File: src/hw/rtl/multi_waveform_table_sample_assert.svh
// Assertion macros shared by the waveform sample block.
`ifndef MULTI_WAVEFORM_TABLE_SAMPLE_ASSERT_SVH
`define MULTI_WAVEFORM_TABLE_SAMPLE_ASSERT_SVH

// Same-cycle implication, checked outside reset.
`define MWTS_ASSERT_IMP(lbl, ante, cons, msg) \
  lbl: assert property (@(posedge clk_i) disable iff (!rst_ni) (ante) |-> (cons)) \
    else $error(msg);

// Next-cycle implication, checked outside reset.
`define MWTS_ASSERT_NXT(lbl, ante, cons, msg) \
  lbl: assert property (@(posedge clk_i) disable iff (!rst_ni) (ante) |=> (cons)) \
    else $error(msg);

`endif

File: src/hw/rtl/mwts_pkg.sv
// Types and constants of the waveform sample block.
`default_nettype none

package mwts_pkg;

  // Waveform selection.
  typedef enum logic [1:0] {
    MODE_TRI    = 2'd0,
    MODE_SQUARE = 2'd1,
    MODE_SAW    = 2'd2,
    MODE_SINE   = 2'd3
  } mwts_mode_e;

  // One request and one response.
  typedef struct packed {
    logic [1:0]  mode;
    logic [17:0] position;
  } mwts_req_t;

  typedef struct packed {
    logic signed [15:0] sample;
    logic               out_of_range;
  } mwts_rsp_t;

  // Control that rides along the pipeline with every request.
  typedef struct packed {
    mwts_mode_e mode;
    logic       oor;
    logic       sq_hi;
  } mwts_side_t;

  localparam logic [17:0] LEN_RESET = 18'd44100;
  localparam int QUOT_BITS = 33;

  localparam logic [30:0] Q30_ONE     = 31'h4000_0000;
  localparam logic [30:0] HALF_PI_Q30 = 31'd1686629713;
  localparam logic [15:0] Q15_MAX     = 16'h7FFF;
  localparam logic [15:0] Q15_MIN     = 16'h8000;

  // Reciprocal multipliers: floor(n/d) = (n*M) >> S for any 32-bit n.
  localparam int SH_40 = 38;
  localparam int SH_72 = 39;
  localparam int SH_42 = 38;
  localparam int SH_20 = 37;
  localparam int SH_6  = 35;
  localparam logic [32:0] MAG_40 = 33'(((64'd1 << SH_40) / 64'd40) + 64'd1);
  localparam logic [32:0] MAG_72 = 33'(((64'd1 << SH_72) / 64'd72) + 64'd1);
  localparam logic [32:0] MAG_42 = 33'(((64'd1 << SH_42) / 64'd42) + 64'd1);
  localparam logic [32:0] MAG_20 = 33'(((64'd1 << SH_20) / 64'd20) + 64'd1);
  localparam logic [32:0] MAG_6  = 33'(((64'd1 << SH_6) / 64'd6) + 64'd1);

endpackage

`default_nettype wire

File: src/hw/rtl/mwts_front.sv
// Front end: per-waveform operand selection and dividend/divisor forming.
`default_nettype none

module mwts_front import mwts_pkg::*; #(
  parameter int P = 18
) (
  input  wire logic               clk_i,
  input  wire logic               rst_ni,
  input  wire logic               en_i,
  input  wire logic               valid_i,
  input  wire mwts_req_t          req_i,
  input  wire logic [P-1:0]       len_i,
  input  wire logic [P-1:0]       half_i,
  input  wire logic [P-1:0]       fl_i,
  input  wire logic [P-1:0]       b_i,
  input  wire logic [2*P-1:0]     lsq_i,
  output logic                    valid_o,
  output mwts_side_t              side_o,
  output logic [2*P+32:0]         num_o,
  output logic [2*P-1:0]          den_o
);

  localparam int CW = 2*P+33;
  localparam int DW = 2*P;

  logic [P-1:0]   pos;
  logic [P:0]     twice_h;
  logic [P-1:0]   k_a;
  logic [P-1:0]   diff;
  logic [P+5:0]   d40;
  logic [P-1:0]   rest;
  logic           fall_a;
  logic [P-1:0]   opnd_a;
  mwts_side_t     side_a;

  logic           va_q;
  mwts_side_t     side_a_q;
  logic [P-1:0]   opnd_q;
  logic           fall_q;

  logic [DW-1:0]  prod;
  logic [CW-1:0]  num_d;
  logic [DW-1:0]  den_d;
  logic           vb_q;
  mwts_side_t     side_b_q;
  logic [CW-1:0]  num_q;
  logic [DW-1:0]  den_q;

  // Stage A: triangle fold, saw fall distance, operand choice.
  always_comb begin
    pos     = P'(req_i.position);
    twice_h = {half_i, 1'b0};
    if (pos < half_i) begin
      k_a = pos;
    end else if (twice_h >= (P+1)'(pos)) begin
      k_a = P'(twice_h - (P+1)'(pos));
    end else begin
      k_a = '0;
    end
    fall_a = pos >= fl_i;
    diff   = pos - fl_i;
    d40    = ((P+6)'(diff) << 5) + ((P+6)'(diff) << 3);
    rest   = ((P+6)'(len_i) >= d40) ? P'((P+6)'(len_i) - d40) : '0;
    side_a.mode  = mwts_mode_e'(req_i.mode);
    side_a.oor   = pos >= len_i;
    side_a.sq_hi = pos >= half_i;
    case (side_a.mode)
      MODE_TRI:  opnd_a = k_a;
      MODE_SAW:  opnd_a = fall_a ? rest : pos;
      MODE_SINE: opnd_a = pos;
      default:   opnd_a = '0;
    endcase
  end

  always_ff @(posedge clk_i or negedge rst_ni) begin
    if (!rst_ni) begin
      va_q <= 1'b0;
    end else if (en_i) begin
      va_q <= valid_i;
    end
  end

  always_ff @(posedge clk_i) begin
    if (en_i) begin
      side_a_q <= side_a;
      opnd_q   <= opnd_a;
      fall_q   <= fall_a;
    end
  end

  // Stage B: scale the operand into the dividend and pick the divisor.
  always_comb begin
    prod  = DW'(b_i) * DW'(opnd_q);
    den_d = DW'(len_i);
    case (side_a_q.mode)
      MODE_TRI:  num_d = CW'(opnd_q) << 17;
      MODE_SAW: begin
        if (fall_q) begin
          num_d = CW'(prod) << 16;
          den_d = lsq_i;
        end else begin
          num_d = CW'(opnd_q) << 16;
        end
      end
      MODE_SINE: num_d = CW'(opnd_q) << 32;
      default:   num_d = '0;
    endcase
  end

  always_ff @(posedge clk_i or negedge rst_ni) begin
    if (!rst_ni) begin
      vb_q <= 1'b0;
    end else if (en_i) begin
      vb_q <= va_q;
    end
  end

  always_ff @(posedge clk_i) begin
    if (en_i) begin
      side_b_q <= side_a_q;
      num_q    <= num_d;
      den_q    <= den_d;
    end
  end

  assign valid_o = vb_q;
  assign side_o  = side_b_q;
  assign num_o   = num_q;
  assign den_o   = den_q;

endmodule

`default_nettype wire

File: config.mk
export PLATFORM = sky130hd
export DESIGN_NAME = mwts_front
export DESIGN_NICKNAME = d
export VERILOG_FILES = /design/src/hw/rtl/multi_waveform_table_sample_assert.svh /design/src/hw/rtl/mwts_pkg.sv /design/src/hw/rtl/mwts_front.sv
export SDC_FILE = /design/constraint.sdc
export NUM_CORES = 1
export LEC_CHECK = 0
export BUFFER_PORTS_ARGS = -buffer_cell sky130_fd_sc_hd__buf_2
export CORE_MARGIN = 3
export CORE_UTILIZATION = 60
export CTS_CLUSTER_DIAMETER = 120
export CTS_CLUSTER_SIZE = 8
export DETAILED_ROUTE_END_ITERATION = 10
export PLACE_DENSITY = 0.89
export SLEW_MARGIN = 30
export SYNTH_ARGS = -nofsm -noshare
export SYNTH_HDL_FRONTEND = slang
export SYNTH_SLANG_ARGS = --single-unit
File: constraint.sdc
create_clock -name clk_i -period 7.95 [get_ports clk_i]
set_input_delay 1.1925 -clock clk_i [delete_from_list [all_inputs] [get_ports clk_i]]
set_output_delay 1.1925 -clock clk_i [all_outputs]
set_load 0.01 [all_outputs]
==> results.md, run 1 <==
* Critical path class: in2reg
* Final Skew at 15.67 ps
* Starting DRC count in detailed routing at 1396
* Average cell area after synthesis at 8.766 sq um
* TritonCTS buffer count at 9
* Max Root-Sink Buffers at 2
* Deepest level of the CTS H-tree at 3
* Async SR Flop Fraction at 1.980%
* Net total in the final layout at 2972
* Total I/O pin count at 242
* Synth top area share at 26.84%
* Last weighted congestion value of the routability-driven placer at 0.9607
* Setup violation total in the final timing report at 0
* Overall routed net length at 54030 um
* # Max-Cap Violations at 0
* Hold/Removal Path Class: reg2reg
* Register area share after synthesis at 15.59%
* Total via count in the routed design at 16.37k
* Clock tree from TritonCTS: yes
* Leftover overflow at the end of global routing at 0
* RSZ-0062 raised after global routing: false
* Die height at 185.8 um
* Sort of element at the start of the critical path: input pin
* Post-layout min period at 7133 ps
* Die span in x at 185.8 um
* Cell types occupying the most area after synthesis: sky130_fd_sc_hd__fa_1 (27%), sky130_fd_sc_hd__edfxtp_1 (15%), sky130_fd_sc_hd__ha_1 (14%), sky130_fd_sc_hd__inv_1 (8.2%), sky130_fd_sc_hd__nand2_1 (5.4%)
* Count of cell types in the netlist at 81
* Share of the cycle needed by the critical path after routing at 89.72%
* Data required, critical path at 8060 ps
* Sink Count at 101
* Number of instances resized during post-cts repair at 0
* Cell area after technology mapping at 19390 sq um
* Sum of negative setup slack at 0 ps
* Number of nets still failing antenna checks after routing at 0
* Post-detailed-route DRC marker count at 0
* Row count at 65
* Max transition margin at 31.92%
* Outcome: completed
* Largest area contributor in the netlist: sky130_fd_sc_hd__fa_1
* Clk_lat worst skew at 360 ps
* Count of yosys warnings during synthesis at 0
* Crit-path max FO at 18
* Share of final-layout standard cells stronger than drive strength 1 at 11.38%
* Die Outline Area at 34510 sq um
* Largest net degree at the start of global routing at 63
* Least-Margin Pin Slew at 1021 ps
* I/O Buffers at 208
* Dpl hpwl at 44160 um
* Final hold violation count at 0
* Count of state elements after synthesis at 101
* Number of antenna violations at the first check in global routing at 0
* First-pass GRT wire length at 86800 um
* Global-route usage over all layers at 31.92%
* Antenna Diode Count at 0
* Post-DR vias/cell at 5.902
* Clk Tree Root Cell: sky130_fd_sc_hd__clkbuf_16
* Hold buffer count at CTS at 0
* Highest Clock Rate at 140.2 MHz
* Post-synth EDFFs at 99
* Floorplan core area at 31720 sq um
* Fin. max-slew vios at 0
* Number of global-route vias before repair at 17.33k
* Wire length per cell after detailed routing at 19.48 um
* First-pass DRT Iterations at 6
* Critical Path AT at 7240 ps
* Cell count after synthesis at 2212
* Post-CTS setup buffers at 0
* Type of element capturing the critical path: flop
* Syn-to-layout area delta at 8.014%
* Most frequently used flop master after synthesis: sky130_fd_sc_hd__edfxtp_1
* Clock transition at the registers of the reported paths at 80 ps
* Starting density of the core at 61.14%
==> path summary, 6_finish.rpt <==
path	cells past startpoint	start	to	slack, ps
setup reg to reg	21	opnd_q[8]$_DFFE_PP_	num_o[51]$_DFFE_PP_	1050
hold / removal	0	side_a_q[0]$_DFFE_PP_	side_o[0]$_DFFE_PP_	430
max in group asynchronous	1	rst_ni	valid_o$_DFFE_PN0P_	7240
hold reg to reg	0	side_a_q[0]$_DFFE_PP_	side_o[0]$_DFFE_PP_	430
setup / recovery	21	b_i[13]	num_o[51]$_DFFE_PP_	820
min in group asynchronous	1	rst_ni	va_q$_DFFE_PN0P_	610
==> layout make-up <==
| type | instances | area (sq um) |
|---|---|---|
| timing repair buffer | 232 | 1231 |
| multi-input combinational | 1597 | 14310 |
| clock inverter | 7 | 58.81 |
| sequential | 101 | 3023 |
| clock buffer | 9 | 225.2 |
| fill | 2546 | 10770 |
| inverter | 426 | 1599 |
| tap | 402 | 503.0 |
==> layer usage <==
| layer | GRT usage [%] | vias up | routed length, um |
|---|---|---|---|
| met5 | 0 | - | 0 |
| met1 | 39.63 | 7892 | 20260 |
| met3 | 5.472 | 185 | 4923 |
| li1 | - | 7409 | - |
| met4 | 15.79 | 0 | 2782 |
| met2 | 54.12 | 886 | 26060 |
==> cells in the final DEF (no fill, tap or decap), drive strengths merged, types with 33 or more instances in the layout <==
master / Yosys / final
ha: 213 / 213
edfxtp: 99 / 99
conb: 1 / 33
nor2: 90 / 90
nand2: 280 / 280
fa: 260 / 260
a21oi: 84 / 84
inv: 425 / 427
xnor2: 35 / 35
and2: 137 / 137
o21ai: 85 / 85
buf: 39 / 232
==> flip-flops by register name (all words and copies together) (netlist names) <==
| signal | count |
|---|---|
| den_o | 36 |
| fall_q | 1 |
| num_o | 36 |
| opnd_q | 18 |
| side_a_q | 4 |
| side_o | 4 |
| va_q | 1 |
| valid_o | 1 |
==> worst max-delay path: stages <==
cell and delay [ps]:
sky130_fd_sc_hd__buf_2 350, sky130_fd_sc_hd__nand2_1 140, sky130_fd_sc_hd__fa_1 520, sky130_fd_sc_hd__fa_1 540, sky130_fd_sc_hd__fa_1 530, sky130_fd_sc_hd__inv_1 60
sky130_fd_sc_hd__fa_1 520, sky130_fd_sc_hd__fa_1 550, sky130_fd_sc_hd__inv_1 50, sky130_fd_sc_hd__fa_1 530, sky130_fd_sc_hd__inv_1 40, sky130_fd_sc_hd__ha_1 330
sky130_fd_sc_hd__nand2_1 140, sky130_fd_sc_hd__nor2_1 80, sky130_fd_sc_hd__o41ai_1 300, sky130_fd_sc_hd__buf_4 170, sky130_fd_sc_hd__a211oi_1 120, sky130_fd_sc_hd__o21a_1 260
sky130_fd_sc_hd__o41ai_1 470, sky130_fd_sc_hd__mux2i_1 250, sky130_fd_sc_hd__nand3_1 100
==> metrics by stage <==
| stage | instance area, sq um | setup slack, ps | hold WS (ps) | util, % | instances |
|---|---|---|---|---|---|
| 2_1_floorplan | 19510 | 769.2 | 400.3 | - | 2244 |
| 5_1_grt | 20950 | 521.1 | 430.3 | 66.04 | 2774 |
| 4_1_cts | 20930 | 869.6 | 427.1 | 65.99 | 2773 |
| 3_3_place_gp | 20640 | 630.5 | 411.6 | 65.08 | 2757 |
| 6_report | 20950 | 816.9 | 425.9 | 66.04 | 2774 |
| 3_5_place_dp | 20650 | 495.5 | 412.9 | 65.09 | 2757 |
==> cell families after synthesis <==
logic type	synth area share [%]
AOI/OAI and AO/OA	12.44
and+or+nand+nor	16.14
adders and majority gates	40.59
other	0.01934
muxes	1.149
buffers and inverters	11.27
DFF	15.59
xor gates and xnor gates	2.800
==> synthesized netlist by cell type (4+ instances only) <==
library cell / instances
sky130_fd_sc_hd__nand3b_1: 5
sky130_fd_sc_hd__o2111ai_1: 4
sky130_fd_sc_hd__xnor2_1: 35
sky130_fd_sc_hd__a22oi_1: 18
sky130_fd_sc_hd__o41ai_1: 4
sky130_fd_sc_hd__and2_1: 136
sky130_fd_sc_hd__nor3_1: 12
sky130_fd_sc_hd__xor2_1: 27
sky130_fd_sc_hd__clkbuf_1: 81
sky130_fd_sc_hd__a21oi_1: 84
sky130_fd_sc_hd__o211ai_1: 8
sky130_fd_sc_hd__nand3_1: 25
sky130_fd_sc_hd__o22ai_1: 4
sky130_fd_sc_hd__nand2b_1: 13
sky130_fd_sc_hd__or3_1: 7
sky130_fd_sc_hd__o21ai_0: 77
sky130_fd_sc_hd__o21ai_1: 5
sky130_fd_sc_hd__a211oi_1: 27
sky130_fd_sc_hd__a21o_1: 32
sky130_fd_sc_hd__o21bai_1: 6
sky130_fd_sc_hd__buf_4: 34
sky130_fd_sc_hd__o31ai_1: 13
sky130_fd_sc_hd__a31oi_1: 10
sky130_fd_sc_hd__mux2i_1: 20
sky130_fd_sc_hd__nand4_1: 10
sky130_fd_sc_hd__nor4_1: 5
sky130_fd_sc_hd__nand2_1: 280
sky130_fd_sc_hd__edfxtp_1: 99
sky130_fd_sc_hd__nor2_1: 90
sky130_fd_sc_hd__fa_1: 260
sky130_fd_sc_hd__inv_1: 425
sky130_fd_sc_hd__a211o_1: 5
sky130_fd_sc_hd__and3_1: 26
sky130_fd_sc_hd__a21boi_0: 4
sky130_fd_sc_hd__o21a_1: 19
sky130_fd_sc_hd__ha_1: 213
sky130_fd_sc_hd__nor2b_1: 17
Power of run 1 is not shown: default switching activity piles up to over one toggle a cycle in this logic, so the estimate is an artifact.
==> run 2: changes to the inputs <==
--- a/config.mk
+++ b/config.mk
@@ -7,11 +7,11 @@
 export LEC_CHECK = 0
 export BUFFER_PORTS_ARGS = -buffer_cell sky130_fd_sc_hd__buf_2
 export CORE_MARGIN = 3
-export CORE_UTILIZATION = 60
+export CORE_UTILIZATION = 25
 export CTS_CLUSTER_DIAMETER = 120
 export CTS_CLUSTER_SIZE = 8
 export DETAILED_ROUTE_END_ITERATION = 10
-export PLACE_DENSITY = 0.89
+export PLACE_DENSITY = 0.48
 export SLEW_MARGIN = 30
 export SYNTH_ARGS = -nofsm -noshare
 export SYNTH_HDL_FRONTEND = slang
==> run 2 against run 1 <==
Net effect: clock skew decreased by 1.2 ps; final cell count increased by 23%; global-route usage decreased by 16 points; critical path depth unchanged; highest routed layer is now met5; register-to-register slack got worse by 130 ps; worst setup slack worse by 120 ps.
==> results.md, run 2 (synthesis results as in run 1) <==
* Deepest level of the CTS H-tree at 3 (unchanged)
* Max transition margin at 32.34% (+0.42 points)
* Hold Path Origin: side_a_q[1]$_DFFE_PP_
* Final Skew at 14.51 ps (-1.162 ps)
* Die Outline Area at 80940 sq um (+130%)
* Fin. max-slew vios at 0 (unchanged)
* Worst hold stages at 0 (unchanged)
* Post-CTS setup buffers at 0 (unchanged)
* Outcome: completed
* Clk Tree Root Cell: sky130_fd_sc_hd__clkbuf_16
* Starting density of the core at 25.40% (-36 points)
* First-pass GRT wire length at 100200 um (+15%)
* Type of element capturing the critical path: flop
* Hold/Removal Path Class: reg2reg
* Wire length per cell after detailed routing at 19.01 um (-2.4%)
* Highest Clock Rate at 137.8 MHz (-1.7%)
* Final hold violation count at 0 (unchanged)
* I/O Buffers at 208 (unchanged)
* Last weighted congestion value of the routability-driven placer at 0.8740 (-9.0%)
* Hold buffer count at CTS at 0 (unchanged)
* Overall routed net length at 64900 um (+20%)
* Clock transition at the registers of the reported paths at 80 ps (about the same)
* Share of final-layout standard cells stronger than drive strength 1 at 11.75% (+0.37 points)
* Largest net degree at the start of global routing at 66 (+4.8%)
* Number of global-route vias before repair at 16.64k (-3.9%)
* Critical Path AT at 7380 ps (+140 ps)
* Least-Margin Pin Slew at 1015 ps (-6.287 ps)
* Total via count in the routed design at 15.83k (-3.3%)
* Setup violation total in the final timing report at 0 (unchanged)
* Row count at 101 (+55%)
* Sort of element at the start of the critical path: input pin
* Syn-to-layout area delta at 12.62%
* # Max-Cap Violations at 0 (unchanged)
* Post-layout min period at 7256 ps (+123.3 ps)
* Number of cells on the worst reg-to-reg path at 21 (unchanged)
* RSZ-0062 raised after global routing: false
* Max Root-Sink Buffers at 2 (unchanged)
* Clk_lat worst skew at 380 ps (+20 ps)
* Die span in x at 284.5 um (+53%)
* Critical path class: in2reg
* Floorplan core area at 76330 sq um (+140%)
* Sink Count at 101 (unchanged)
* Global-route usage over all layers at 16.13% (-16 points)
* Net total in the final layout at 2982 (+0.34%)
* Most used cells in the layout excluding fill and tap cells: sky130_fd_sc_hd__inv_1 (425), sky130_fd_sc_hd__nand2_1 (280), sky130_fd_sc_hd__fa_1 (260)
* Sum of negative setup slack at 0 ps (unchanged)
* Most common cell after layout, fill and taps aside: sky130_fd_sc_hd__inv_1
* Number of nets still failing antenna checks after routing at 0 (unchanged)
* Number of antenna violations at the first check in global routing at 6 (+6)
* Total I/O pin count at 242 (unchanged)
* Worst min-delay path endpoint: side_o[1]$_DFFE_PP_
* Reg-to-reg slack, setup at 920 ps (-130 ps)
* Clock tree from TritonCTS: yes
* First-pass DRT Iterations at 7 (+1)
* Leftover overflow at the end of global routing at 0 (unchanged)
* Starting DRC count in detailed routing at 1090 (-22%)
* Share of the cycle needed by the critical path after routing at 91.28% (+1.6 points)
* Crit Reg-Reg Startpoint: opnd_q[6]$_DFFE_PP_
* Die height at 284.5 um (+53%)
* Data required, critical path at 8070 ps (about the same)
* Post-DR vias/cell at 4.635 (-21%)
* Capture point of the worst reg-to-reg path: num_o[51]$_DFFE_PP_
* Dpl hpwl at 53660 um (+21%)
* Number of instances resized during post-cts repair at 0 (unchanged)
* TritonCTS buffer count at 9 (unchanged)
* Crit-path max FO at 18 (unchanged)
* Post-detailed-route DRC marker count at 0 (unchanged)
-- run 2: cell types whose count changed in the layout (fill, tap and decap cells not counted) --
cell	before	now
sky130_fd_sc_hd__nor2_2	1	0
sky130_fd_sc_hd__nor2_4	0	1
sky130_fd_sc_hd__and3_2	0	1
sky130_fd_sc_hd__clkinv_2	1	0
sky130_fd_sc_hd__and3_1	26	25
sky130_fd_sc_hd__inv_6	1	2
sky130_fd_sc_hd__clkinv_1	1	2
sky130_fd_sc_hd__diode_2	0	2
sky130_fd_sc_hd__buf_4	24	31
sky130_fd_sc_hd__clkinv_4	3	2
sky130_fd_sc_hd__buf_8	1	4
-- run 2: worst max path at each step --
stage / startpoint / to / slack, ps / cells past startpoint
2_1_floorplan: b_i[9] / num_o[51]$_DFFE_PP_ / 770 / 21
4_1_cts: b_i[6] / num_o[51]$_DFFE_PP_ / 720 / 23
5_1_grt: b_i[6] / num_o[51]$_DFFE_PP_ / 420 / 23
6_report: b_i[11] / num_o[51]$_DFFE_PP_ / 690 / 21
3_5_place_dp: b_i[6] / num_o[51]$_DFFE_PP_ / 340 / 23
3_3_place_gp: b_i[6] / num_o[51]$_DFFE_PP_ / 220 / 23
-- run 2: layer usage --
| layer | vias to the layer above | share of wire, % | GRT usage (%) |
|---|---|---|---|
| met5 | - | 0.046 | 0 |
| met4 | 4 | 2.2 | 4.090 |
| met3 | 67 | 7.9 | 3.432 |
| met2 | 554 | 44 | 25.77 |
| met1 | 7762 | 45 | 22.18 |
| li1 | 7438 | - | - |
-- run 2: layout make-up --
class,count,area (sq um)
Fill cell,8275,54490
Multi-Input combinational cell,1597,14310
Sequential cell,101,3023
Inverter,426,1599
Timing Repair Buffer,242,1329
Tap cell,1030,1289
Clock buffer,9,225.2
Clock inverter,7,57.56
Antenna cell,2,5.005
-- run 2: worst max-delay path, cell delays in order --
cell	delay (ps)
sky130_fd_sc_hd__buf_2	360
sky130_fd_sc_hd__nand2_1	140
sky130_fd_sc_hd__fa_1	520
sky130_fd_sc_hd__fa_1	520
sky130_fd_sc_hd__fa_1	540
sky130_fd_sc_hd__inv_1	60
sky130_fd_sc_hd__fa_1	470
sky130_fd_sc_hd__fa_1	550
sky130_fd_sc_hd__inv_1	60
sky130_fd_sc_hd__fa_1	540
sky130_fd_sc_hd__inv_1	40
sky130_fd_sc_hd__ha_1	360
sky130_fd_sc_hd__nand2_1	160
sky130_fd_sc_hd__nor2_1	70
sky130_fd_sc_hd__o41ai_1	470
sky130_fd_sc_hd__buf_4	200
sky130_fd_sc_hd__a211oi_1	110
sky130_fd_sc_hd__o21a_1	260
sky130_fd_sc_hd__o41ai_1	400
sky130_fd_sc_hd__mux2i_1	230
sky130_fd_sc_hd__nand3_1	80
-- run 2: metrics by stage --
| step | utilization [%] | std cells | hold WS [ps] | area, sq um | setup WS (ps) |
|---|---|---|---|---|---|
| after floorplan | - | 2244 | 400.3 | 19510 | 769.2 |
| after global placement | 28.15 | 3392 | 417.3 | 21490 | 223.7 |
| after detailed placement | 28.23 | 3396 | 414.3 | 21550 | 338.0 |
| after CTS | 28.60 | 3412 | 432.7 | 21830 | 715.9 |
| after global routing | 28.60 | 3412 | 452.2 | 21830 | 423.7 |
| final | 28.61 | 3414 | 429.7 | 21840 | 693.6 |
Power of run 2 is left out for the same reason.
